<file path="config.mk">
export PLATFORM = sky130hd
export DESIGN_NAME = asn1te_dp
export DESIGN_NICKNAME = d
export VERILOG_FILES = /design/src/hw/rtl/asn1te_pkg.sv /design/src/hw/rtl/asn1te_dp.sv
export SDC_FILE = /design/constraint.sdc
export NUM_CORES = 1
export LEC_CHECK = 0
export BUFFER_PORTS_ARGS = -buffer_cell sky130_fd_sc_hd__buf_2
export CAP_MARGIN = 20
export CORE_AREA = 2 2 247 249
export CTS_BUF_LIST = sky130_fd_sc_hd__clkbuf_4 sky130_fd_sc_hd__clkbuf_8
export DETAILED_ROUTE_END_ITERATION = 7
export DIE_AREA = 0 0 249 251
export MAX_ROUTING_LAYER = met4
export PLACE_DENSITY = 0.72
export SETUP_SLACK_MARGIN = 0.1
export SYNTH_ARGS = -nofsm -noshare
export SYNTH_HDL_FRONTEND = slang
export SYNTH_SLANG_ARGS = --single-unit
</file>
<file path="constraint.sdc">
create_clock -name clk -period 6.4 [get_ports clk]
set_input_delay 0.32 -clock clk [delete_from_list [all_inputs] [get_ports clk]]
set_output_delay 0.32 -clock clk [all_outputs]
set_load 0.02 [all_outputs]
</file>
<file path="src/hw/rtl/asn1te_pkg.sv">
// Shared types and constants for the ASN.1 time string to epoch seconds converter.
// Holds the item structs, parser phase codes, error codes and the month table.
// No dependencies.
package asn1te_pkg;

	typedef struct packed {
		logic [7:0] char_code;
		logic       is_generalized;
		logic       first_char;
		logic       last_char;
	} in_item_t;

	typedef struct packed {
		logic signed [38:0] epoch_seconds;
		logic [1:0]         error_code;
	} out_item_t;

	// Parser phases; the controller uses the codes above PH_DONE for its conversion steps.
	localparam logic [3:0] PH_YEAR   = 4'd0;
	localparam logic [3:0] PH_MON    = 4'd1;
	localparam logic [3:0] PH_DAY    = 4'd2;
	localparam logic [3:0] PH_HOUR   = 4'd3;
	localparam logic [3:0] PH_MIN    = 4'd4;
	localparam logic [3:0] PH_SECOPT = 4'd5;
	localparam logic [3:0] PH_SEC    = 4'd6;
	localparam logic [3:0] PH_FRAC   = 4'd7;
	localparam logic [3:0] PH_ZONE   = 4'd8;
	localparam logic [3:0] PH_OFFH   = 4'd9;
	localparam logic [3:0] PH_OFFM   = 4'd10;
	localparam logic [3:0] PH_DONE   = 4'd11;

	localparam logic [1:0] ERR_NONE   = 2'd0;
	localparam logic [1:0] ERR_FORMAT = 2'd1;
	localparam logic [1:0] ERR_RANGE  = 2'd2;
	localparam logic [1:0] ERR_LOCAL  = 2'd3;

	typedef struct packed {
		logic       restart;     // first character: treat all fields as zero
		logic       clear;       // end of string: zero all fields
		logic       digit;       // fold the current digit into the field
		logic       store;       // the current digit completes the field
		logic [3:0] phase;
		logic [1:0] idx;         // digit position inside the field
		logic       generalized;
		logic       set_sign;
		logic       sign_neg;
		logic       ld_s1;
		logic       ld_s2;
		logic       ld_s3;
		logic       out_load;
		logic       out_conv;    // take the converted seconds, else a bare error code
		logic [1:0] out_code;
	} asn_cmd_t;

	typedef struct packed {
		logic is_digit;
		logic is_zulu;
		logic is_plus;
		logic is_minus;
		logic is_frac_mark;
		logic range_ok;
	} asn_sts_t;

	// Days in the year before the first day of the given month.
	function automatic logic [8:0] cum_days(input logic leap, input logic [3:0] month);
		logic [8:0] base;
		unique case (month)
			4'd0, 4'd1: base = 9'd0;
			4'd2:       base = 9'd31;
			4'd3:       base = 9'd59;
			4'd4:       base = 9'd90;
			4'd5:       base = 9'd120;
			4'd6:       base = 9'd151;
			4'd7:       base = 9'd181;
			4'd8:       base = 9'd212;
			4'd9:       base = 9'd243;
			4'd10:      base = 9'd273;
			4'd11:      base = 9'd304;
			4'd12:      base = 9'd334;
			default:    base = 9'd365;
		endcase
		if (leap && (month > 4'd2)) begin
			base = base + 9'd1;
		end
		return base;
	endfunction

endpackage

</file>
<file path="src/hw/rtl/asn1te_dp.sv">
// Datapath for the ASN.1 time converter: character classes, field registers,
// the four-step seconds conversion and the result register.
// Depends on asn1te_pkg.
module asn1te_dp
	import asn1te_pkg::*;
(
	input  logic      clk,
	input  logic      arst_n,
	input  logic [7:0] char_code,
	input  asn_cmd_t  cmd,
	output asn_sts_t  sts,
	output out_item_t result_item
);

	logic [6:0] acc_q, cent_q, yy_q;
	logic [3:0] month_q, offh_q;
	logic [4:0] day_q, hour_q;
	logic [5:0] min_q, sec_q, offm_q;
	logic       neg_q;

	logic [3:0]  dig;
	logic [6:0]  acc_base, v;
	logic [10:0] v_full, yy_full;
	logic        range_ok;

	// Conversion step one
	logic [13:0]        year_c, year_s1;
	logic               ge_c, ge_s1, leap_c;
	logic [8:0]         dpart_c, dpart_s1;
	logic [16:0]        pos_c;
	logic [15:0]        offs_c;
	logic signed [18:0] tod_c, tod_s1;
	logic [6:0]         kmax_c, kmin_c, cnt_hi_c, cnt_lo_c;
	logic signed [7:0]  corr_c, corr_s1;
	// Conversion steps two to four
	logic [13:0]        q4_num;
	logic signed [24:0] yoff, q4s, days_c, days_s2;
	logic signed [41:0] prod_c, prod_s3, r_c;
	logic               ovf;
	out_item_t          out_q;

	assign dig = char_code[3:0];
	assign sts.is_digit     = (char_code >= 8'd48) && (char_code <= 8'd57);
	assign sts.is_zulu      = (char_code == 8'd90);
	assign sts.is_plus      = (char_code == 8'd43);
	assign sts.is_minus     = (char_code == 8'd45);
	assign sts.is_frac_mark = (char_code == 8'd46) || (char_code == 8'd44);
	assign sts.range_ok     = range_ok;

	assign acc_base = cmd.restart ? 7'd0 : acc_q;
	assign v_full   = {4'b0, acc_base} * 11'd10 + {7'b0, dig};
	assign v        = v_full[6:0];
	assign yy_full  = {4'b0, yy_q} * 11'd10 + {7'b0, dig};

	always_comb begin
		unique case (cmd.phase)
			PH_MON:           range_ok = (v >= 7'd1) && (v <= 7'd12);
			PH_DAY:           range_ok = (v >= 7'd1) && (v <= 7'd31);
			PH_HOUR:          range_ok = (v <= 7'd23);
			PH_MIN, PH_SEC, PH_OFFM: range_ok = (v <= 7'd59);
			PH_OFFH:          range_ok = (v <= 7'd12);
			default:          range_ok = 1'b1;
		endcase
	end

	always_ff @(posedge clk or negedge arst_n) begin
		if (!arst_n) begin
			acc_q   <= '0;
			cent_q  <= '0;
			yy_q    <= '0;
			month_q <= '0;
			day_q   <= '0;
			hour_q  <= '0;
			min_q   <= '0;
			sec_q   <= '0;
			offh_q  <= '0;
			offm_q  <= '0;
			neg_q   <= 1'b0;
		end else if (cmd.clear) begin
			acc_q   <= '0;
			cent_q  <= '0;
			yy_q    <= '0;
			month_q <= '0;
			day_q   <= '0;
			hour_q  <= '0;
			min_q   <= '0;
			sec_q   <= '0;
			offh_q  <= '0;
			offm_q  <= '0;
			neg_q   <= 1'b0;
		end else begin
			// The first character of a string is always a lone year digit, so
			// nothing but the accumulator is written alongside a restart.
			if (cmd.restart) begin
				cent_q  <= '0;
				yy_q    <= '0;
				month_q <= '0;
				day_q   <= '0;
				hour_q  <= '0;
				min_q   <= '0;
				sec_q   <= '0;
				offh_q  <= '0;
				offm_q  <= '0;
				neg_q   <= 1'b0;
			end
			if (cmd.digit) begin
				acc_q <= cmd.store ? 7'd0 : v;
			end else if (cmd.restart) begin
				acc_q <= '0;
			end
			// A four-digit year keeps its century and its year of century apart.
			if (cmd.digit && (cmd.phase == PH_YEAR) && cmd.generalized) begin
				if (cmd.idx == 2'd1) begin
					cent_q <= v;
				end else if (cmd.idx == 2'd2) begin
					yy_q <= {3'b0, dig};
				end else if (cmd.idx == 2'd3) begin
					yy_q <= yy_full[6:0];
				end
			end
			if (cmd.store) begin
				case (cmd.phase)
					PH_YEAR: begin
						if (!cmd.generalized) begin
							cent_q <= (v < 7'd50) ? 7'd20 : 7'd19;
							yy_q   <= v;
						end
					end
					PH_MON:  month_q <= v[3:0];
					PH_DAY:  day_q   <= v[4:0];
					PH_HOUR: hour_q  <= v[4:0];
					PH_MIN:  min_q   <= v[5:0];
					PH_SEC:  sec_q   <= v[5:0];
					PH_OFFH: offh_q  <= v[3:0];
					PH_OFFM: offm_q  <= v[5:0];
					default: ;
				endcase
			end
			if (cmd.set_sign) begin
				neg_q <= cmd.sign_neg;
			end
		end
	end

	// Step one: year, time of day with the zone offset, day of year, century correction.
	assign year_c  = {7'b0, cent_q} * 14'd100 + {7'b0, yy_q};
	assign ge_c    = (cent_q > 7'd19) || ((cent_q == 7'd19) && (yy_q >= 7'd70));
	assign leap_c  = (yy_q[1:0] == 2'd0) && ((yy_q != 7'd0) || (cent_q[1:0] == 2'd0));
	assign dpart_c = {4'b0, day_q} - 9'd1 + cum_days(leap_c, month_q);
	assign pos_c   = {11'b0, sec_q} + {11'b0, min_q} * 17'd60 + {12'b0, hour_q} * 17'd3600;
	assign offs_c  = {12'b0, offh_q} * 16'd3600 + {10'b0, offm_q} * 16'd60;
	assign tod_c   = neg_q ? ($signed({2'b0, pos_c}) + $signed({3'b0, offs_c}))
	                       : ($signed({2'b0, pos_c}) - $signed({3'b0, offs_c}));

	// Non-leap century years from 2100 up to before the year, or from the year up to 1900.
	assign kmax_c   = (yy_q == 7'd0) ? (cent_q - 7'd1) : cent_q;
	assign cnt_hi_c = (kmax_c > 7'd20) ? (kmax_c - 7'd15 - (kmax_c >> 2)) : 7'd0;
	assign kmin_c   = (yy_q == 7'd0) ? cent_q : (cent_q + 7'd1);
	assign cnt_lo_c = 7'd15 - kmin_c + ((kmin_c + 7'd3) >> 2);
	assign corr_c   = ge_c ? -$signed({1'b0, cnt_hi_c}) : $signed({1'b0, cnt_lo_c});

	// Step two: whole days since 1970.
	assign q4_num = ge_s1 ? (year_s1 - 14'd1969) : (14'd1972 - year_s1);
	assign q4s    = $signed({13'b0, q4_num[13:2]});
	assign yoff   = $signed({11'b0, year_s1}) - 25'sd1970;
	assign days_c = yoff * 25'sd365 + (ge_s1 ? q4s : -q4s)
	                + $signed({{17{corr_s1[7]}}, corr_s1}) + $signed({16'b0, dpart_s1});

	// Step three: days to seconds. Step four: add time of day, check the sign.
	assign prod_c = $signed({{17{days_s2[24]}}, days_s2}) * 42'sd86400;
	assign r_c    = prod_s3 + $signed({{23{tod_s1[18]}}, tod_s1});
	assign ovf    = ge_s1 ? r_c[41] : !r_c[41];

	always_ff @(posedge clk) begin
		if (cmd.ld_s1) begin
			year_s1  <= year_c;
			ge_s1    <= ge_c;
			dpart_s1 <= dpart_c;
			tod_s1   <= tod_c;
			corr_s1  <= corr_c;
		end
		if (cmd.ld_s2) begin
			days_s2 <= days_c;
		end
		if (cmd.ld_s3) begin
			prod_s3 <= prod_c;
		end
		if (cmd.out_load) begin
			if (cmd.out_conv) begin
				out_q.epoch_seconds <= ovf ? 39'sd0 : r_c[38:0];
				out_q.error_code    <= ovf ? ERR_RANGE : ERR_NONE;
			end else begin
				out_q.epoch_seconds <= 39'sd0;
				out_q.error_code    <= cmd.out_code;
			end
		end
	end

	assign result_item = out_q;

endmodule

</file>
After elaboration in Yosys (flattened, before gate mapping) --
Memory sizes are Yosys's and may differ from the RTL's. Index checks and enable logic that the tools add are counted.
Storage, ports and cells: register bits after elaboration 210, ROM bits 144, logic and storage cells 171, memories kept 1
Memories:
- (name not given) | words 16, width 9, rd ports 1, clocked after Yosys merged registers in 0, write ports 0, line asn1te_pkg.sv:67 | unique case (month)
Cells by class: $add $sub $neg 27, multipliers 9, order comparisons 12, equality and inequality tests 16, mux-type cells 64, bitwise gates (word level) 1, reduce and logical (&&, ||, !) cells 20
Operators with widths (count):
- 2-to-1 mux 7 bit | 24
- 2-to-1 mux 6 bit | 12
- adder 42 x 19 -> 42 bit | 1
- 2-to-1 mux 5 bit | 8
- multiplier 25 x 11 -> 35 bit, second input constant | 1
- equality test 8 x 6 -> 1 bit, second input constant | 4
- 2-to-1 mux 4 bit | 8
- adder 25 x 10 -> 25 bit | 1
- adder 25 bit | 1
- adder 25 x 8 -> 25 bit | 1
- multiplier 15 x 10 -> 25 bit, second input constant | 1
- 2-to-1 mux 25 bit | 1
- negator 12 -> 25 bit | 1
- multiplier 6 x 4 -> 10 bit, second input constant | 2
- 2-to-1 mux 19 bit | 1
- adder 17 x 16 -> 18 bit | 1
- subtractor 17 x 16 -> 18 bit | 1
- adder 13 x 17 -> 17 bit | 1
- adder 16 x 12 -> 16 bit | 1
- subtractor 14 x 11 -> 15 bit, second input constant | 1
- adder 14 x 7 -> 14 bit | 1
- adder 7 x 4 -> 7 bit | 2
- greater-than comparator 7 x 5 -> 1 bit, second input constant | 2
- <= comparator 7 x 5 -> 1 bit, second input constant | 2
- 51 further kinds | 70

Logic depth before layout (Yosys ltp) --
depth after elaboration 10, depth in mapped cells 29, mapped depth without buffers 29

Worst setup path before layout --
No wires, ideal clock.
path kind register -> register, start register year_s1[1], end register days_s2[22] (data pin), setup time 0.258 ns, data arrival time 6.461 ns, required time 6.142 ns, path slack -0.318 ns, cell stages (with the launch flop) 29, period minus slack after synthesis 6.718 ns, cell sequence edfxtp_1 -> inv_1 -> ha_1 -> or3b_1 -> a21oi_1 -> o21ai_0 -> o31ai_1 -> xor2_1 -> a41oi_1 -> nor2_2 -> xor2_1 -> fa_1 -> ha_1 -> inv_1 -> fa_1 -> inv_1 -> fa_1 -> inv_1 -> fa_1 -> inv_1 -> ha_1 -> or3_1 -> or3_1 -> nand2_1 -> o21ai_0 -> o21a_1 -> a21oi_1 -> nor2b_1 -> xnor2_1
On the way: longest elaborated chain between the ends 7, elaborated cells between the ends (all ways) 10, those cells by class add/sub: 7; mul: 1; mux: 2
RTL lines:
- start: declaration | line asn1te_dp.sv:27 | logic [13:0] year_c, year_s1;
- start signal: assignment | line asn1te_dp.sv:176 | year_s1 <= year_c;
- branches (longest 4 deep; another with multiplier 15 x 10 -> 25 bit)
- adder 25 bit (*) | line asn1te_dp.sv:166 | assign days_c = yoff * 25'sd365 + (ge_s1 ? q4s : -q4s)
- adder 25 x 8 -> 25 bit (*) | line asn1te_dp.sv:167 | + $signed({{17{corr_s1[7]}}, corr_s1}) + $signed({16'b0, dpart_s1});
- adder 25 x 10 -> 25 bit (*) | line asn1te_dp.sv:167
- named net days_c[22] | line asn1te_dp.sv:37 | logic signed [24:0] yoff, q4s, days_c, days_s2;
- end signal: assignment | line asn1te_dp.sv:183 | days_s2 <= days_c;
- end: declaration | line asn1te_dp.sv:37
Mark *: on every way through the listed nets, which the timed path passes. A chain may end at the register's enable or synchronous reset.

Worst setup path in the final report --
start register year_s1[1], end register days_s2[24] (data pin)
Same word-level chain as after synthesis.

==> reports/results.ini <==
[synth]
post-synth-top-area-fraction = 0.208
yosysMostFrequentCell = sky130_fd_sc_hd__inv_1
synth_seq_cells = 209
number_of_instances_in_the_synthesized_netlist = 2852
yosysSeqAreaShare = 0.225
ys.flop_type = sky130_fd_sc_hd__edfxtp_1
dominant_combinational_cell_family_by_area_after_synthesis = adder cells
synth_adder_area_share = 0.372
asyncSetResetFlopFracSynth = 0.273
synth_edf_count = 152
synth_mux_area_frac = 0.00502
netlist.top_cell.by_area = sky130_fd_sc_hd__ha_1
synth-simple-area-share = 0.105
synthesis.nets = 3544
synth_common_cells = 568 x sky130_fd_sc_hd__inv_1, 444 x sky130_fd_sc_hd__ha_1, 218 x sky130_fd_sc_hd__fa_1
synth_compound_gate_area_share = 0.126
count_of_warnings_emitted_by_yosys = 0
yosys.cell_types.count = 86
post_synth_xor_area_fraction = 0.0778
ys_top_cells_by_area = sky130_fd_sc_hd__ha_1 21%, sky130_fd_sc_hd__edfxtp_1 17%, sky130_fd_sc_hd__fa_1 16%, sky130_fd_sc_hd__inv_1 8.0%, sky130_fd_sc_hd__xnor2_1 5.6%
synth.avg_cell_area_sq_um = 9.36
netlist_area_sq_um = 26700

[layout]
fillerInstances = 5420
area_growth_pct = 11.6
net_count_final = 3690
layout-drive-gt1-share = 0.104

[place]
finalWeightedCongestion = 0.861
dpl.hpwl_mm = 41.9
place.port_buffers = 76

[setup_path]
cpPeakStageDelay_ns = 0.52
timing.critical_path.from = year_s1[1]
crit_path_top_delay_cell = sky130_fd_sc_hd__fa_1
crit_path_frequent_cell = sky130_fd_sc_hd__buf_4
critPathLaunchType = register
path_delay_family = adder cells
reg2reg_from = year_s1[1]
worstSetupEndpointType = register
required_ns = 6.76
timing.setup.critical_path_class = register to register
number_of_buffer_and_inverter_stages_on_the_critical_path = 11
critical_path_arrival_ns = 6.89
crit_fanout = 5

[timing]
skew_ns = 0.0611
worst_hold_slack_ns = 0.112
tightest_slew_ns = 1.09
period_needed_ns = 6.53
fmax_ghz = 0.153
rsz_0062_raised_after_global_routing = yes
timing.final.crit_share = 1.02
slew_headroom = 0.271
worst_slack_ns = -0.129
timing.final.setup_violations = 4
slew_viol_final = 0
finalHoldViolations = 0

[floorplanning]
core.rowCount = 90
die_area_sq_um = 62500
die_height_microns = 251
initial_core_util = 0.446
ios = 77
die_x_microns = 249
fp.coreArea_sq_um = 59800

[route]
routed-via-count = 19300
detail_route.drc_violations = 0
drt-vias-per-instance = 5.05
firstDrtPassIters = 5
detailedRoute.firstIterationViolations = 857
routed_wire_length_per_instance_microns = 13.6
route.antenna.remaining_nets = 0
finalWirelength_mm = 52.0

[clock_network]
clk-insertion-delay-late_ns = 0.63
tritoncts_num_sinks = 209
clkSlewWorstSetupHoldPaths_ns = 0.06
tritoncts_buffer_count = 43
clock-root-buffer = sky130_fd_sc_hd__clkbuf_8
clock_path_buffers = 3
cts_tree = done
htreeDepth = 2

[global_routing]
grt_total_usage = 0.174
first_pass_grt_wire_length_mm = 89.8
grt_pass1_vias = 19500
initial_antenna_violation_count = 1
grt_start_max_net_pins = 58
gr-total-overflow = 0

[status]
violations_in_the_final_reports = setup timing
status = finished, violations left

[run]
max_cap_viol = 0

[hold_path]
worstHoldPathType = primary input to register
worstHoldStart = cmd[16]

-- cells in the final DEF (no fill, tap or decap), drive strengths merged, types with 5 or more instances in the layout --
master	instances
or3	9
nand4	13
nor2	204
buf	159
nor3b	29
or2	5
a31oi	25
inv	570
a21o	61
fa	218
edfxtp	152
clkbuf	62
nand2	97
xnor2	170
o21ai	86
dfrtp	57
nand3	38
mux2i	10
o21a	16
o31ai	13
dlygate4sd3	7
xor2	67
ha	444
clkinv	10
nor4	7
o211ai	12
and3	20
a22oi	6
nor3	68
nor2b	38
a21oi	197
a21boi	7
and2	8
nand2b	18
a211oi	21
o21bai	28
-- logic make-up (layout without fill, tap and decap cells) --
logic type | Yosys count | count (layout)
buffers and inverters | 634 | 812
DFF | 209 | 209
and+or+nand+nor | 572 | 572
other | 0 | 1
AOI/OAI and AO/OA | 525 | 525
xor gates and xnor gates | 237 | 237
adders and majority gates | 662 | 662
muxes | 13 | 13
-- layout make-up --
class                      instances  area [sq um]  area share
antenna                            1          2.50   0.0000840
clock buffer                      61           746      0.0250
clock inverter                    16           164     0.00550
inverter                         568          2130      0.0716
multi-input combinational       2009         18700       0.627
sequential                       209          5990       0.201
tap                              782           978      0.0329
timing repair buffer             167          1090      0.0367
-- final timing paths --
check | end | slack, ns | cells past startpoint
setup / recovery | days_s2[24] | -0.13 | 31
hold / removal | acc_q[1] | 0.11 | 4
setup reg to reg | days_s2[24] | -0.13 | 31
hold reg to reg | tod_s1[0] | 0.45 | 0
max in group asynchronous | month_q[2] | 5.48 | 3
min in group asynchronous | cent_q[3] | 0.41 | 3
-- per-layer routing --
layer | share of wire | track usage | vias up
li1 | - | - | 9835
met1 | 0.47 | 0.218 | 9090
met3 | 0.033 | 0.0220 | 76
met4 | 0.020 | 0.0455 | 0
met2 | 0.48 | 0.299 | 271
met5 | 0 | - | -
-- registers in the layout, summed over array words and instances, names as in the netlist, 7 cells and up --
name,flops
year_s1,14
tod_s1,19
cent_q,7
dpart_s1,9
prod_s3,35
corr_s1,8
yy_q,7
result_item,41
days_s2,25
-- timing repair --
item | in CTS | in global routing
setup buffers | 10 | 8
endpoints found under the setup margin | 7 | 17
resized for setup | 12 | 46
pin swaps | 20 | 34
hold buffers | 7 | 0
endpoints found under the hold margin | 60 | 0
-- worst min-delay path: stages --
cell	delay, ns
sky130_fd_sc_hd__buf_2	0.14
sky130_fd_sc_hd__nor2_1	0.10
sky130_fd_sc_hd__a21oi_1	0.05
sky130_fd_sc_hd__nor2_1	0.08
-- per-stage QoR --
stage,TNS (ns),instances,area [sq um],util,setup slack [ns]
6_report,-0.344,3813,29800,0.498,-0.129
3_5_place_dp,-0.642,3707,28400,0.474,-0.150
2_1_floorplan,-0.0978,2852,26800,-,-0.0537
3_3_place_gp,-0.0929,3707,28400,0.474,-0.0436
5_1_grt,-2.74,3813,29800,0.498,-0.388
4_1_cts,-0.0679,3801,29500,0.493,-0.0351
Power is not shown: default switching activity piles up to over one toggle a cycle in this logic, so the estimate is an artifact.
