`config.mk`:
```
export PLATFORM = sky130hd
export DESIGN_NAME = asn1te_ctl
export DESIGN_NICKNAME = d
export VERILOG_FILES = /design/src/hw/rtl/asn1te_pkg.sv /design/src/hw/rtl/asn1te_ctl.sv
export SDC_FILE = /design/constraint.sdc
export NUM_CORES = 1
export LEC_CHECK = 0
export BUFFER_PORTS_ARGS = -buffer_cell sky130_fd_sc_hd__buf_4
export CORE_MARGIN = 1
export CORE_UTILIZATION = 53
export DETAILED_ROUTE_END_ITERATION = 10
export PLACE_DENSITY = 0.92
export SLEW_MARGIN = 10
export SYNTH_ARGS = -nofsm -noshare
export SYNTH_HDL_FRONTEND = slang
export SYNTH_SLANG_ARGS = --single-unit
```
`constraint.sdc`:
```
create_clock -name clk -period 3.5 [get_ports clk]
set_clock_uncertainty 0.15 [all_clocks]
set_input_delay 0.35 -clock clk [delete_from_list [all_inputs] [get_ports clk]]
set_output_delay 0.35 -clock clk [all_outputs]
set_load 0.01 [all_outputs]
```
`src/hw/rtl/asn1te_pkg.sv`:
```
// Shared types and constants for the ASN.1 time string to epoch seconds converter.
// Holds the item structs, parser phase codes, error codes and the month table.
// No dependencies.
package asn1te_pkg;

	typedef struct packed {
		logic [7:0] char_code;
		logic       is_generalized;
		logic       first_char;
		logic       last_char;
	} in_item_t;

	typedef struct packed {
		logic signed [38:0] epoch_seconds;
		logic [1:0]         error_code;
	} out_item_t;

	// Parser phases; the controller uses the codes above PH_DONE for its conversion steps.
	localparam logic [3:0] PH_YEAR   = 4'd0;
	localparam logic [3:0] PH_MON    = 4'd1;
	localparam logic [3:0] PH_DAY    = 4'd2;
	localparam logic [3:0] PH_HOUR   = 4'd3;
	localparam logic [3:0] PH_MIN    = 4'd4;
	localparam logic [3:0] PH_SECOPT = 4'd5;
	localparam logic [3:0] PH_SEC    = 4'd6;
	localparam logic [3:0] PH_FRAC   = 4'd7;
	localparam logic [3:0] PH_ZONE   = 4'd8;
	localparam logic [3:0] PH_OFFH   = 4'd9;
	localparam logic [3:0] PH_OFFM   = 4'd10;
	localparam logic [3:0] PH_DONE   = 4'd11;

	localparam logic [1:0] ERR_NONE   = 2'd0;
	localparam logic [1:0] ERR_FORMAT = 2'd1;
	localparam logic [1:0] ERR_RANGE  = 2'd2;
	localparam logic [1:0] ERR_LOCAL  = 2'd3;

	typedef struct packed {
		logic       restart;     // first character: treat all fields as zero
		logic       clear;       // end of string: zero all fields
		logic       digit;       // fold the current digit into the field
		logic       store;       // the current digit completes the field
		logic [3:0] phase;
		logic [1:0] idx;         // digit position inside the field
		logic       generalized;
		logic       set_sign;
		logic       sign_neg;
		logic       ld_s1;
		logic       ld_s2;
		logic       ld_s3;
		logic       out_load;
		logic       out_conv;    // take the converted seconds, else a bare error code
		logic [1:0] out_code;
	} asn_cmd_t;

	typedef struct packed {
		logic is_digit;
		logic is_zulu;
		logic is_plus;
		logic is_minus;
		logic is_frac_mark;
		logic range_ok;
	} asn_sts_t;

	// Days in the year before the first day of the given month.
	function automatic logic [8:0] cum_days(input logic leap, input logic [3:0] month);
		logic [8:0] base;
		unique case (month)
			4'd0, 4'd1: base = 9'd0;
			4'd2:       base = 9'd31;
			4'd3:       base = 9'd59;
			4'd4:       base = 9'd90;
			4'd5:       base = 9'd120;
			4'd6:       base = 9'd151;
			4'd7:       base = 9'd181;
			4'd8:       base = 9'd212;
			4'd9:       base = 9'd243;
			4'd10:      base = 9'd273;
			4'd11:      base = 9'd304;
			4'd12:      base = 9'd334;
			default:    base = 9'd365;
		endcase
		if (leap && (month > 4'd2)) begin
			base = base + 9'd1;
		end
		return base;
	endfunction

endpackage

```
`src/hw/rtl/asn1te_ctl.sv`:
```
// Controller for the ASN.1 time converter: character parser state and conversion sequencer.
// Drives the datapath through asn_cmd_t and reads character class and range status back.
// Depends on asn1te_pkg.
module asn1te_ctl
	import asn1te_pkg::*;
(
	input  logic     clk,
	input  logic     arst_n,
	input  logic     char_valid,
	input  logic     first_char,
	input  logic     last_char,
	input  logic     is_generalized,
	input  logic     result_stall,
	input  asn_sts_t sts,
	output logic     char_stall,
	output logic     result_valid,
	output asn_cmd_t cmd
);

	localparam logic [3:0] ST_CV1 = 4'd12;
	localparam logic [3:0] ST_CV2 = 4'd13;
	localparam logic [3:0] ST_CV3 = 4'd14;
	localparam logic [3:0] ST_CV4 = 4'd15;

	logic [3:0] state_q, state_n, ph, ph_n, zone_ph, field_next;
	logic [1:0] dc_q, dc_n, dc, last_idx;
	logic       err_q, err_n, err, gen_q, gen, out_valid_q;
	logic       out_free, busy, accept, zone_err, zone_sign, frac_skip;

	assign busy       = (state_q == ST_CV1) || (state_q == ST_CV2) ||
	                    (state_q == ST_CV3) || (state_q == ST_CV4);
	assign out_free   = !out_valid_q || !result_stall;
	assign char_stall = busy || !out_free;
	assign accept     = char_valid && !char_stall;
	assign result_valid = out_valid_q;

	// A first mark restarts the parse in the same cycle as its character.
	assign ph        = first_char ? PH_YEAR : state_q;
	assign dc        = first_char ? 2'd0 : dc_q;
	assign err       = first_char ? 1'b0 : err_q;
	assign gen       = first_char ? is_generalized : gen_q;
	assign last_idx  = ((ph == PH_YEAR) && gen) ? 2'd3 : 2'd1;
	assign frac_skip = sts.is_digit || sts.is_frac_mark;

	always_comb begin
		zone_ph   = ph;
		zone_err  = 1'b0;
		zone_sign = 1'b0;
		if (sts.is_zulu) begin
			zone_ph = PH_DONE;
		end else if (sts.is_plus || sts.is_minus) begin
			zone_ph   = PH_OFFH;
			zone_sign = 1'b1;
		end else begin
			zone_err = 1'b1;
		end
	end

	always_comb begin
		unique case (ph)
			PH_YEAR: field_next = PH_MON;
			PH_MON:  field_next = PH_DAY;
			PH_DAY:  field_next = PH_HOUR;
			PH_HOUR: field_next = PH_MIN;
			PH_MIN:  field_next = PH_SECOPT;
			PH_SEC:  field_next = gen ? PH_FRAC : PH_ZONE;
			PH_OFFH: field_next = PH_OFFM;
			default: field_next = PH_DONE;
		endcase
	end

	always_comb begin
		ph_n    = ph;
		dc_n    = dc;
		err_n   = err;
		state_n = state_q;
		cmd             = '0;
		cmd.phase       = ph;
		cmd.idx         = dc;
		cmd.generalized = gen;
		cmd.sign_neg    = sts.is_minus;
		if (busy) begin
			unique case (state_q)
				ST_CV1: begin
					cmd.ld_s1 = 1'b1;
					state_n   = ST_CV2;
				end
				ST_CV2: begin
					cmd.ld_s2 = 1'b1;
					state_n   = ST_CV3;
				end
				ST_CV3: begin
					cmd.ld_s3 = 1'b1;
					state_n   = ST_CV4;
				end
				default: begin
					if (out_free) begin
						cmd.out_load = 1'b1;
						cmd.out_conv = 1'b1;
						cmd.clear    = 1'b1;
						state_n      = PH_YEAR;
					end
				end
			endcase
		end else if (accept) begin
			cmd.restart = first_char;
			if (!err) begin
				unique case (ph) inside
					PH_YEAR, PH_MON, PH_DAY, PH_HOUR, PH_MIN, PH_SEC, PH_OFFH, PH_OFFM: begin
						if (!sts.is_digit) begin
							err_n = 1'b1;
						end else begin
							cmd.digit = 1'b1;
							if (dc == last_idx) begin
								cmd.store = 1'b1;
								dc_n      = 2'd0;
								ph_n      = field_next;
								if (!sts.range_ok) begin
									err_n = 1'b1;
								end
							end else begin
								dc_n = dc + 2'd1;
							end
						end
					end
					PH_SECOPT: begin
						if (sts.is_digit) begin
							cmd.digit = 1'b1;
							dc_n      = 2'd1;
							ph_n      = PH_SEC;
						end else if (!(gen && frac_skip)) begin
							ph_n         = zone_ph;
							err_n        = zone_err;
							cmd.set_sign = zone_sign;
						end
					end
					PH_FRAC: begin
						if (!frac_skip) begin
							ph_n         = zone_ph;
							err_n        = zone_err;
							cmd.set_sign = zone_sign;
						end
					end
					PH_ZONE: begin
						ph_n         = zone_ph;
						err_n        = zone_err;
						cmd.set_sign = zone_sign;
					end
					default: begin
						err_n = 1'b1;
					end
				endcase
			end
			state_n = ph_n;
			if (last_char) begin
				if (!err_n && (ph_n == PH_DONE)) begin
					state_n = ST_CV1;
				end else begin
					cmd.out_load = 1'b1;
					cmd.clear    = 1'b1;
					state_n      = PH_YEAR;
					if (!err_n && ((ph_n == PH_SECOPT) || (ph_n == PH_FRAC)) && gen) begin
						cmd.out_code = ERR_LOCAL;
					end else begin
						cmd.out_code = ERR_FORMAT;
					end
				end
				dc_n  = 2'd0;
				err_n = 1'b0;
			end
		end
	end

	always_ff @(posedge clk or negedge arst_n) begin
		if (!arst_n) begin
			state_q     <= PH_YEAR;
			dc_q        <= 2'd0;
			err_q       <= 1'b0;
			gen_q       <= 1'b0;
			out_valid_q <= 1'b0;
		end else begin
			state_q <= state_n;
			if (accept && !busy) begin
				dc_q  <= dc_n;
				err_q <= err_n;
				gen_q <= gen;
			end
			if (cmd.out_load) begin
				out_valid_q <= 1'b1;
			end else if (!result_stall) begin
				out_valid_q <= 1'b0;
			end
		end
	end

endmodule

```
## After elaboration in Yosys (flattened, before gate mapping)

Cells that the tools add are included.

| cells by class | value |
|---|---|
| equality and inequality tests | 20 |
| add/sub/neg operators | 1 |
| mux-type cells | 86 |
| reductions and logical operators | 26 |

Operators by type and width:

| kind | count |
|---|---|
| 4-bit two-way mux | 18 |
| 1-bit two-way mux | 41 |
| 2-bit two-way mux | 19 |
| 4-bit equality test, second input constant | 8 |
| 4-bit one-hot mux with 7 select lines | 1 |
| 4-bit by 3-bit equality test with 1-bit output, second input constant | 6 |
| 4-bit one-hot mux with 4 select lines | 1 |
| 4-bit one-hot mux with 3 select lines | 1 |
| 4-bit by 2-bit equality test with 1-bit output, second input constant | 2 |
| 1-bit logical OR | 8 |
| 8-bit OR reduction | 1 |
| 1-bit logical AND | 7 |
| 1-bit logical NOT | 6 |
| 5-bit by 2-bit != test with 1-bit output, second input constant | 1 |
| 4-bit by 1-bit equality test with 1-bit output, second input constant | 1 |
| 4-bit logical NOT | 1 |
| 1-bit one-hot mux with 4 select lines | 1 |
| 2-bit one-hot mux with 2 select lines | 1 |
| 3-bit two-way mux | 1 |
| 1-bit one-hot mux with 3 select lines | 1 |
| 3-bit OR reduction | 1 |
| 2-bit by 1-bit adder with 2-bit output, second input constant | 1 |
| 2-bit equality test | 1 |
| 2-bit by 1-bit != test with 1-bit output, second input constant | 1 |
| other kinds (3) | 3 |

| word-level totals | value |
|---|---|
| output and inout bits | 22 |
| flip-flop bits (word level) | 9 |

## Depth between registers and ports, before layout

Gate-level depths: netlist of the first run.

| depth | value |
|---|---|
| depth after elaboration | 20 |
| gate-level depth with buffers | 10 |
| depth with buffers taken out | 8 |

## Least setup slack after synthesis of the first run

OpenSTA, ideal clock, no wires.

| timing path | value |
|---|---|
| path type | register -> output |
| start | register state_q[0] |
| end | output port cmd[18] in the netlist's numbering |
| buffers on the path | 1 |
| cell stages (with the launch flop) | 9 |
| slack | 0.728 ns |
| arrival time | 2.272 ns |
| cells stage by stage | dfrtp_1 or3_4 o21ai_1 nand3_2 a311o_1 a311oi_2 nor3_2 o21ai_1 buf_4 |

RTL lines:

| item | line | RTL |
|---|---|---|
| start, declared | asn1te_ctl.sv:25 | `logic [3:0] state_q, state_n, ph, ph_n, zone_ph, field_next;` |
| start signal, assigned | asn1te_ctl.sv:182 | `state_q <= state_n;` |
| end, declared | asn1te_ctl.sv:17 | `output asn_cmd_t cmd` |

==> run metrics, run 1 <==
post-synthesis sequential area ratio 17.27%; Placer Congestion approximately 1.0; post-synthesis register bit count 9; # diodes 0; Filler Cell Count 182; EDFF count, synth 0; # IOs 35; layout cells sized above 1 between 20% and 30%; Root Driver clkbuf_4; global route overflow 0; Hold Path Class in -> reg; Compound-Gate Fraction of Synth Area 34.64%; via/cell ratio 6.912; Slew HR a little over 60%; crit path kind reg -> out; Crit. Startpoint state_q[2]; type of origin of the critical path flip-flop; wire per inst 18.31 um; initial antenna violation count 0; Achievable Freq 0.2993 GHz; Clock transition at path regs 0.06 ns; FP Rows 17; via count 1,728; htree depth 1; post-synthesis mux area share 0.7678%; post-route antenna net violation count 0; ys async rst share 100.0%; Post-synth top flop dfrtp_1; pin count of the biggest net entering global routing 23; outcome completed; die span in y 51.60 um; count of different cell masters after synthesis 61; die width approximately 52 um; arrival time at the worst endpoint 2.84 ns; synth-to-layout area growth 27.16%; Final period util between 90 and 100%; warnings from Yosys 0; WL final 4577 um; Overall Global Routing Usage 35.89%; syn_nets 202; synthesized instance count 188; RSZ-0062 raised after global routing false; Layout Nets 237; crit path max fanout 10; xor-xnor portion of the synthesized cell area 0%; Clock Latency Late Sink 0.27 ns; Initial DRC Count 148; power per cell area 283.7 nW/um^2; first-pass GRT wire length 7155 um; Adder-Cell Fraction of Synth Area between 1.5 and 2%; Initial Utilization 57.82%; Worst Setup End Kind primary output; Core Area 2255 um^2; Clock Path Buffers 2; Lkg Pwr 0.7165 nW; Final Critical Period 3.341 ns; hpwl dp 3272 um; DIE AREA 2662 um^2; final-report hold violation count 0; Worst-Margin Slew 0.5541 ns; FF-to-FF Start state_q[2]; final setup fails 0; clock sinks 9; Post-Syn Area 1304 um^2; CTS tree yes; Max Cap Viol 0; Fin Setup TNS 0 ns; Num CTS Buffers 3; largest family of logic cells by synthesized area simple AND/OR/NAND/NOR gates; worst endpoint required time 3.00 ns; Synth Area in Simple Gates 36.95%; Avg Inst Size Synth 6.935 um^2; vias in the first global route 1,504; worst hold margin 0.2937 ns; Max Slew Vio Count 0; hold_sp last_char; worst vdd ir ~330 uV; I/O Buffers 34; Residual DRC 0; Pre-antenna DRT Iters 5
==> worst paths after layout <==
path,slack [ns],cells after the start,endpoint
max,0.16,8,cmd[18]
max in group asynchronous,2.74,2,state_q[1]
min,0.29,3,state_q[2]
min in group asynchronous,0.31,2,result_valid
min reg2reg,0.42,2,dc_q[0]
max reg2reg,0.78,7,state_q[2]
==> power breakdown <==
part	leakage [nW]	switching (mW)	total, mW	internal [mW]
registers	0.111	0.0318	0.148	0.117
logic	0.590	0.135	0.239	0.104
clock network	0.0150	0.0392	0.0833	0.0441
==> worst max-delay path, cell delays in order, from the launching register on <==
cell      delay (ns)
dfrtp_2         0.50
or3_4           0.44
o21ai_1         0.22
nand3_2         0.18
a311o_1         0.38
a311oi_4        0.39
nor3_2          0.12
o21ai_1         0.19
buf_4           0.15
==> layout by cell type, fill, tap and decap left out, types with 3 or more instances in the layout <==
cell type,netlist,layout
dfrtp_2,0,4
nand3_1,4,4
nor2b_1,5,4
a31oi_1,4,4
a21oi_1,9,9
dfrtp_1,9,5
nand2b_1,8,8
buf_4,3,45
clkbuf_4,0,3
inv_1,8,8
o21ai_1,4,4
o21ai_0,10,10
nor2_1,13,13
nand2_1,21,21
nor3_1,10,10
or3_1,5,5
a211oi_1,4,3
o21a_1,3,3
==> routing by layer <==
metal | vias up | routed length, um | GRT usage [%]
met3 | 26 | 648 | 10.23
met1 | 772 | 1658 | 48.12
met5 | - | 0 | 0
li1 | 773 | - | -
met4 | 0 | 162 | 9.009
met2 | 157 | 2108 | 56.28
==> sequential cells by signal, summed over array words and instances (netlist names) <==
| signal | cells |
|---|---|
| gen_q | 1 |
| state_q | 4 |
| dc_q | 2 |
| err_q | 1 |
| result_valid | 1 |
==> cell type report <==
cell class                 count  area (um^2)  area share (%)
multi-input combinational    154        984.7           59.40
timing repair buffer          46        347.8           20.98
sequential                     9        230.2           13.89
tap                           28        35.03           2.113
inverter                       9        33.78           2.038
clock buffer                   4        26.28           1.585
==> through the flow <==
stage / power, mW / setup slack (ns) / instance area, um^2 / std cells / util, %
after floorplan: 0.2871 / 0.7278 / 1304 / 188 / -
after global placement: 0.3575 / 0.3874 / 1575 / 242 / 69.87
after detailed placement: 0.3610 / 0.3853 / 1575 / 242 / 69.87
after CTS: 0.4436 / 0.07374 / 1612 / 247 / 71.48
after global routing: 0.4986 / 0.04195 / 1658 / 250 / 73.53
final: 0.4703 / 0.1592 / 1658 / 250 / 73.53
==> repair_timing <==
action	4_1_cts	5_1_grt
resized for setup	0	7
setup buffers	0	3
hold endpoints to repair	9	0
endpoints found under the setup margin	0	3
hold buffers	1	0
==> Yosys cell counts (3+ instances only) <==
cell type / instances / area share (%)
nand3_1: 4 / 1.5
nor2b_1: 5 / 2.4
clkbuf_1: 6 / 1.7
nor2_1: 13 / 3.7
o21a_1: 3 / 1.7
nand2_1: 21 / 6.0
nor3_1: 10 / 3.8
o21ai_0: 10 / 3.8
buf_4: 3 / 1.7
or3_1: 5 / 2.4
a211oi_1: 4 / 2.3
buf_2: 6 / 2.3
nand2b_1: 8 / 3.8
dfrtp_1: 9 / 17
a21oi_1: 9 / 3.5
a31oi_1: 4 / 1.9
o21ai_1: 4 / 1.5
inv_1: 8 / 2.3
==> cell families after synthesis <==
group	count (synthesis)
compound gates	63
fa+ha+maj	2
buf+inv	25
flops	9
mux	1
simple gates	88
Note: power is estimated with default switching activity, not from simulation.
==> run 2, diff against run 1 <==
--- a/config.mk
+++ b/config.mk
@@ -6,8 +6,10 @@
 export NUM_CORES = 1
 export LEC_CHECK = 0
 export BUFFER_PORTS_ARGS = -buffer_cell sky130_fd_sc_hd__buf_4
+export CELL_PAD_IN_SITES_DETAIL_PLACEMENT = 1
+export CELL_PAD_IN_SITES_GLOBAL_PLACEMENT = 1
 export CORE_MARGIN = 1
-export CORE_UTILIZATION = 53
+export CORE_UTILIZATION = 37
 export DETAILED_ROUTE_END_ITERATION = 10
 export PLACE_DENSITY = 0.92
 export SLEW_MARGIN = 10
==> run metrics, run 2 (synthesized netlist as in run 1, its figures left out) <==
power per cell area 276.0 nW/um^2 (-2.7%); RSZ-0062 raised after global routing false; Net Switching 0.1989 mW (-3.5%); Pre-antenna DRT Iters 4 (-1); register with the most flip-flops state_q; worst vdd ir 163.7 uV (-51%); most common cell after layout, fill and taps aside buf_4; Largest register FFs 4 (unchanged); P_int 0.2538 mW (-4.0%); Num CTS Buffers 3 (unchanged); Worst-Margin Slew 0.4260 ns (-0.1281 ns); via/cell ratio 6.079 (-12%); htree depth 1 (unchanged); Lkg Pwr 0.7003 nW (-2.3%); Root Driver clkbuf_4; Clock transition at path regs 0.06 ns (about the same); Final period util 95.95% (+0.50 points); I/O Buffers 34 (unchanged); arrival time at the worst endpoint 2.86 ns (+0.02 ns); vias in the first global route 1,517 (+0.86%); Largest regs state_q x4, dc_q x2; wire per inst 17.67 um (-3.5%); Slew HR 71.38% (+9.3 points); final setup fails 0 (unchanged); Max Cap Viol 0 (unchanged); Most common cell on crit path o21ai_1; Area after DPL 1598 um^2 (+1.4%); Fin Setup TNS 0 ns (unchanged); die width 61.36 um (+19%); layout cells sized above 1 26.94% (-1.9 points); clock power share 18.8% (+1.1 points); first-pass GRT wire length 7334 um (+2.5%); Clock Path Buffers 2 (unchanged); crit path max fanout 9 (-1); global route overflow 0 (unchanged); switching part of the total power 43.94% (+0.12 points); # IOs 35 (unchanged); Initial DRC Count 91 (-39%); Clock Latency Late Sink 0.27 ns (about the same); Logic pwr share 47.5% (-3.2 points); CP peak stage delay 0.52 ns (+0.02 ns); Final Critical Period 3.358 ns (+0.01750 ns); # diodes 0 (unchanged); CTS tree yes; WL final 4683 um (+2.3%); post-route antenna net violation count 0 (unchanged); worst endpoint required time 3.00 ns (about the same); worst path bufs/invs 1 (unchanged); outcome completed; Post-Place Setup Slack 0.3929 ns (+0.007640 ns); pin count of the biggest net entering global routing 23 (unchanged); Worst Setup End Kind primary output; Placer Congestion 0.9917 (-3.1%); clock sinks 9 (unchanged); Initial Utilization 38.76% (-19 points); post-CTS setup repair buffer count 0 (unchanged); Achievable Freq 0.2978 GHz (-0.52%); post-route cell area 1640 um^2 (-1.1%); Final Worst Setup Slack 0.1417 ns (-0.01750 ns); crit-path cells or3_4 -> o21ai_1 -> nand3_2 -> a311o_1 -> a311oi_2 -> nor3_2 -> o21ai_1 -> buf_4; synth-to-layout area growth 25.82%; type of origin of the critical path flip-flop; Residual DRC 0 (unchanged); CP delay by family, top compound AO/OA/AOI/OAI gates; hpwl dp 3508 um (+7.2%); Final Util 48.77% (-25 points); sequential share of power 33.7% (+2.2 points); die span in y 61.36 um (+19%); initial antenna violation count 0 (unchanged); via count 1,611 (-6.8%); final-report hold violation count 0 (unchanged); Max Slew Vio Count 0 (unchanged); commonest cells after routing, fill and taps aside buf_4 (42), nand2_1 (21), nor2_1 (13), nor3_1 (10), o21ai_0 (10); Core Area 3363 um^2 (+49%); FP Rows 21 (+4); crit path kind reg -> out; Hold Path Class in -> reg; DIE AREA 3765 um^2 (+41%); Layout Nets 234 (-1.3%); CP max stage cell dfrtp_1; Tot Pwr 0.4527 mW (-3.8%); Overall Global Routing Usage 26.90% (-9.0 points)
## run 2: through the flow
| step | instances | hold WS (ns) |
|---|---|---|
| floorplan | 188 | -0.09559 |
| global placement | 260 | 0.03177 |
| detailed placement | 260 | 0.03423 |
| CTS | 265 | 0.2179 |
| global route | 265 | 0.2360 |
| finish | 265 | 0.2286 |
## run 2: tightest hold or removal path, stage by stage
cell     delay [ns]
buf_4          0.13
o21ai_0        0.07
o21ai_1        0.06
## run 2: worst paths after layout
check,from,end,slack [ns],cells past startpoint
hold / removal,last_char,state_q[2],0.23,3
setup / recovery,state_q[2],cmd[3],0.14,8
min in group asynchronous,arst_n,result_valid,0.28,2
hold reg to reg,dc_q[0],dc_q[0],0.37,2
max in group asynchronous,arst_n,state_q[1],2.76,2
setup reg to reg,state_q[2],result_valid,0.80,7
## run 2: timing repair
item	4_1_cts	5_1_grt
gates resized for setup	0	4
hold endpoints to repair	9	0
hold buffers	1	0
endpoints found under the setup margin	0	3
## run 2: routing by layer
metal / GRT usage (%) / routed length [um] / vias to the layer above
met3: 6.303 / 356 / 9
li1: - / - / 767
met1: 35.54 / 2083 / 770
met4: 8.889 / 97 / 0
met5: 0 / 0 / -
met2: 43.32 / 2145 / 65
## run 2: layout make-up
cell class	count	area (um^2)
fill	466	1723
multi-input combinational	154	968.4
timing repair buffer	43	325.3
sequential	9	229.0
tap	46	57.56
inverter	9	33.78
clock buffer	4	26.28
## run 2: power by group through the flow
stage          registers [mW]  clock network (mW)  logic (mW)
5_1_grt                 0.154              0.0946       0.235
2_1_floorplan           0.127                   0       0.160
3_5_place_dp            0.152                   0       0.210
3_3_place_gp            0.151                   0       0.206
6_report                0.153              0.0852       0.215
4_1_cts                 0.150              0.0880       0.213
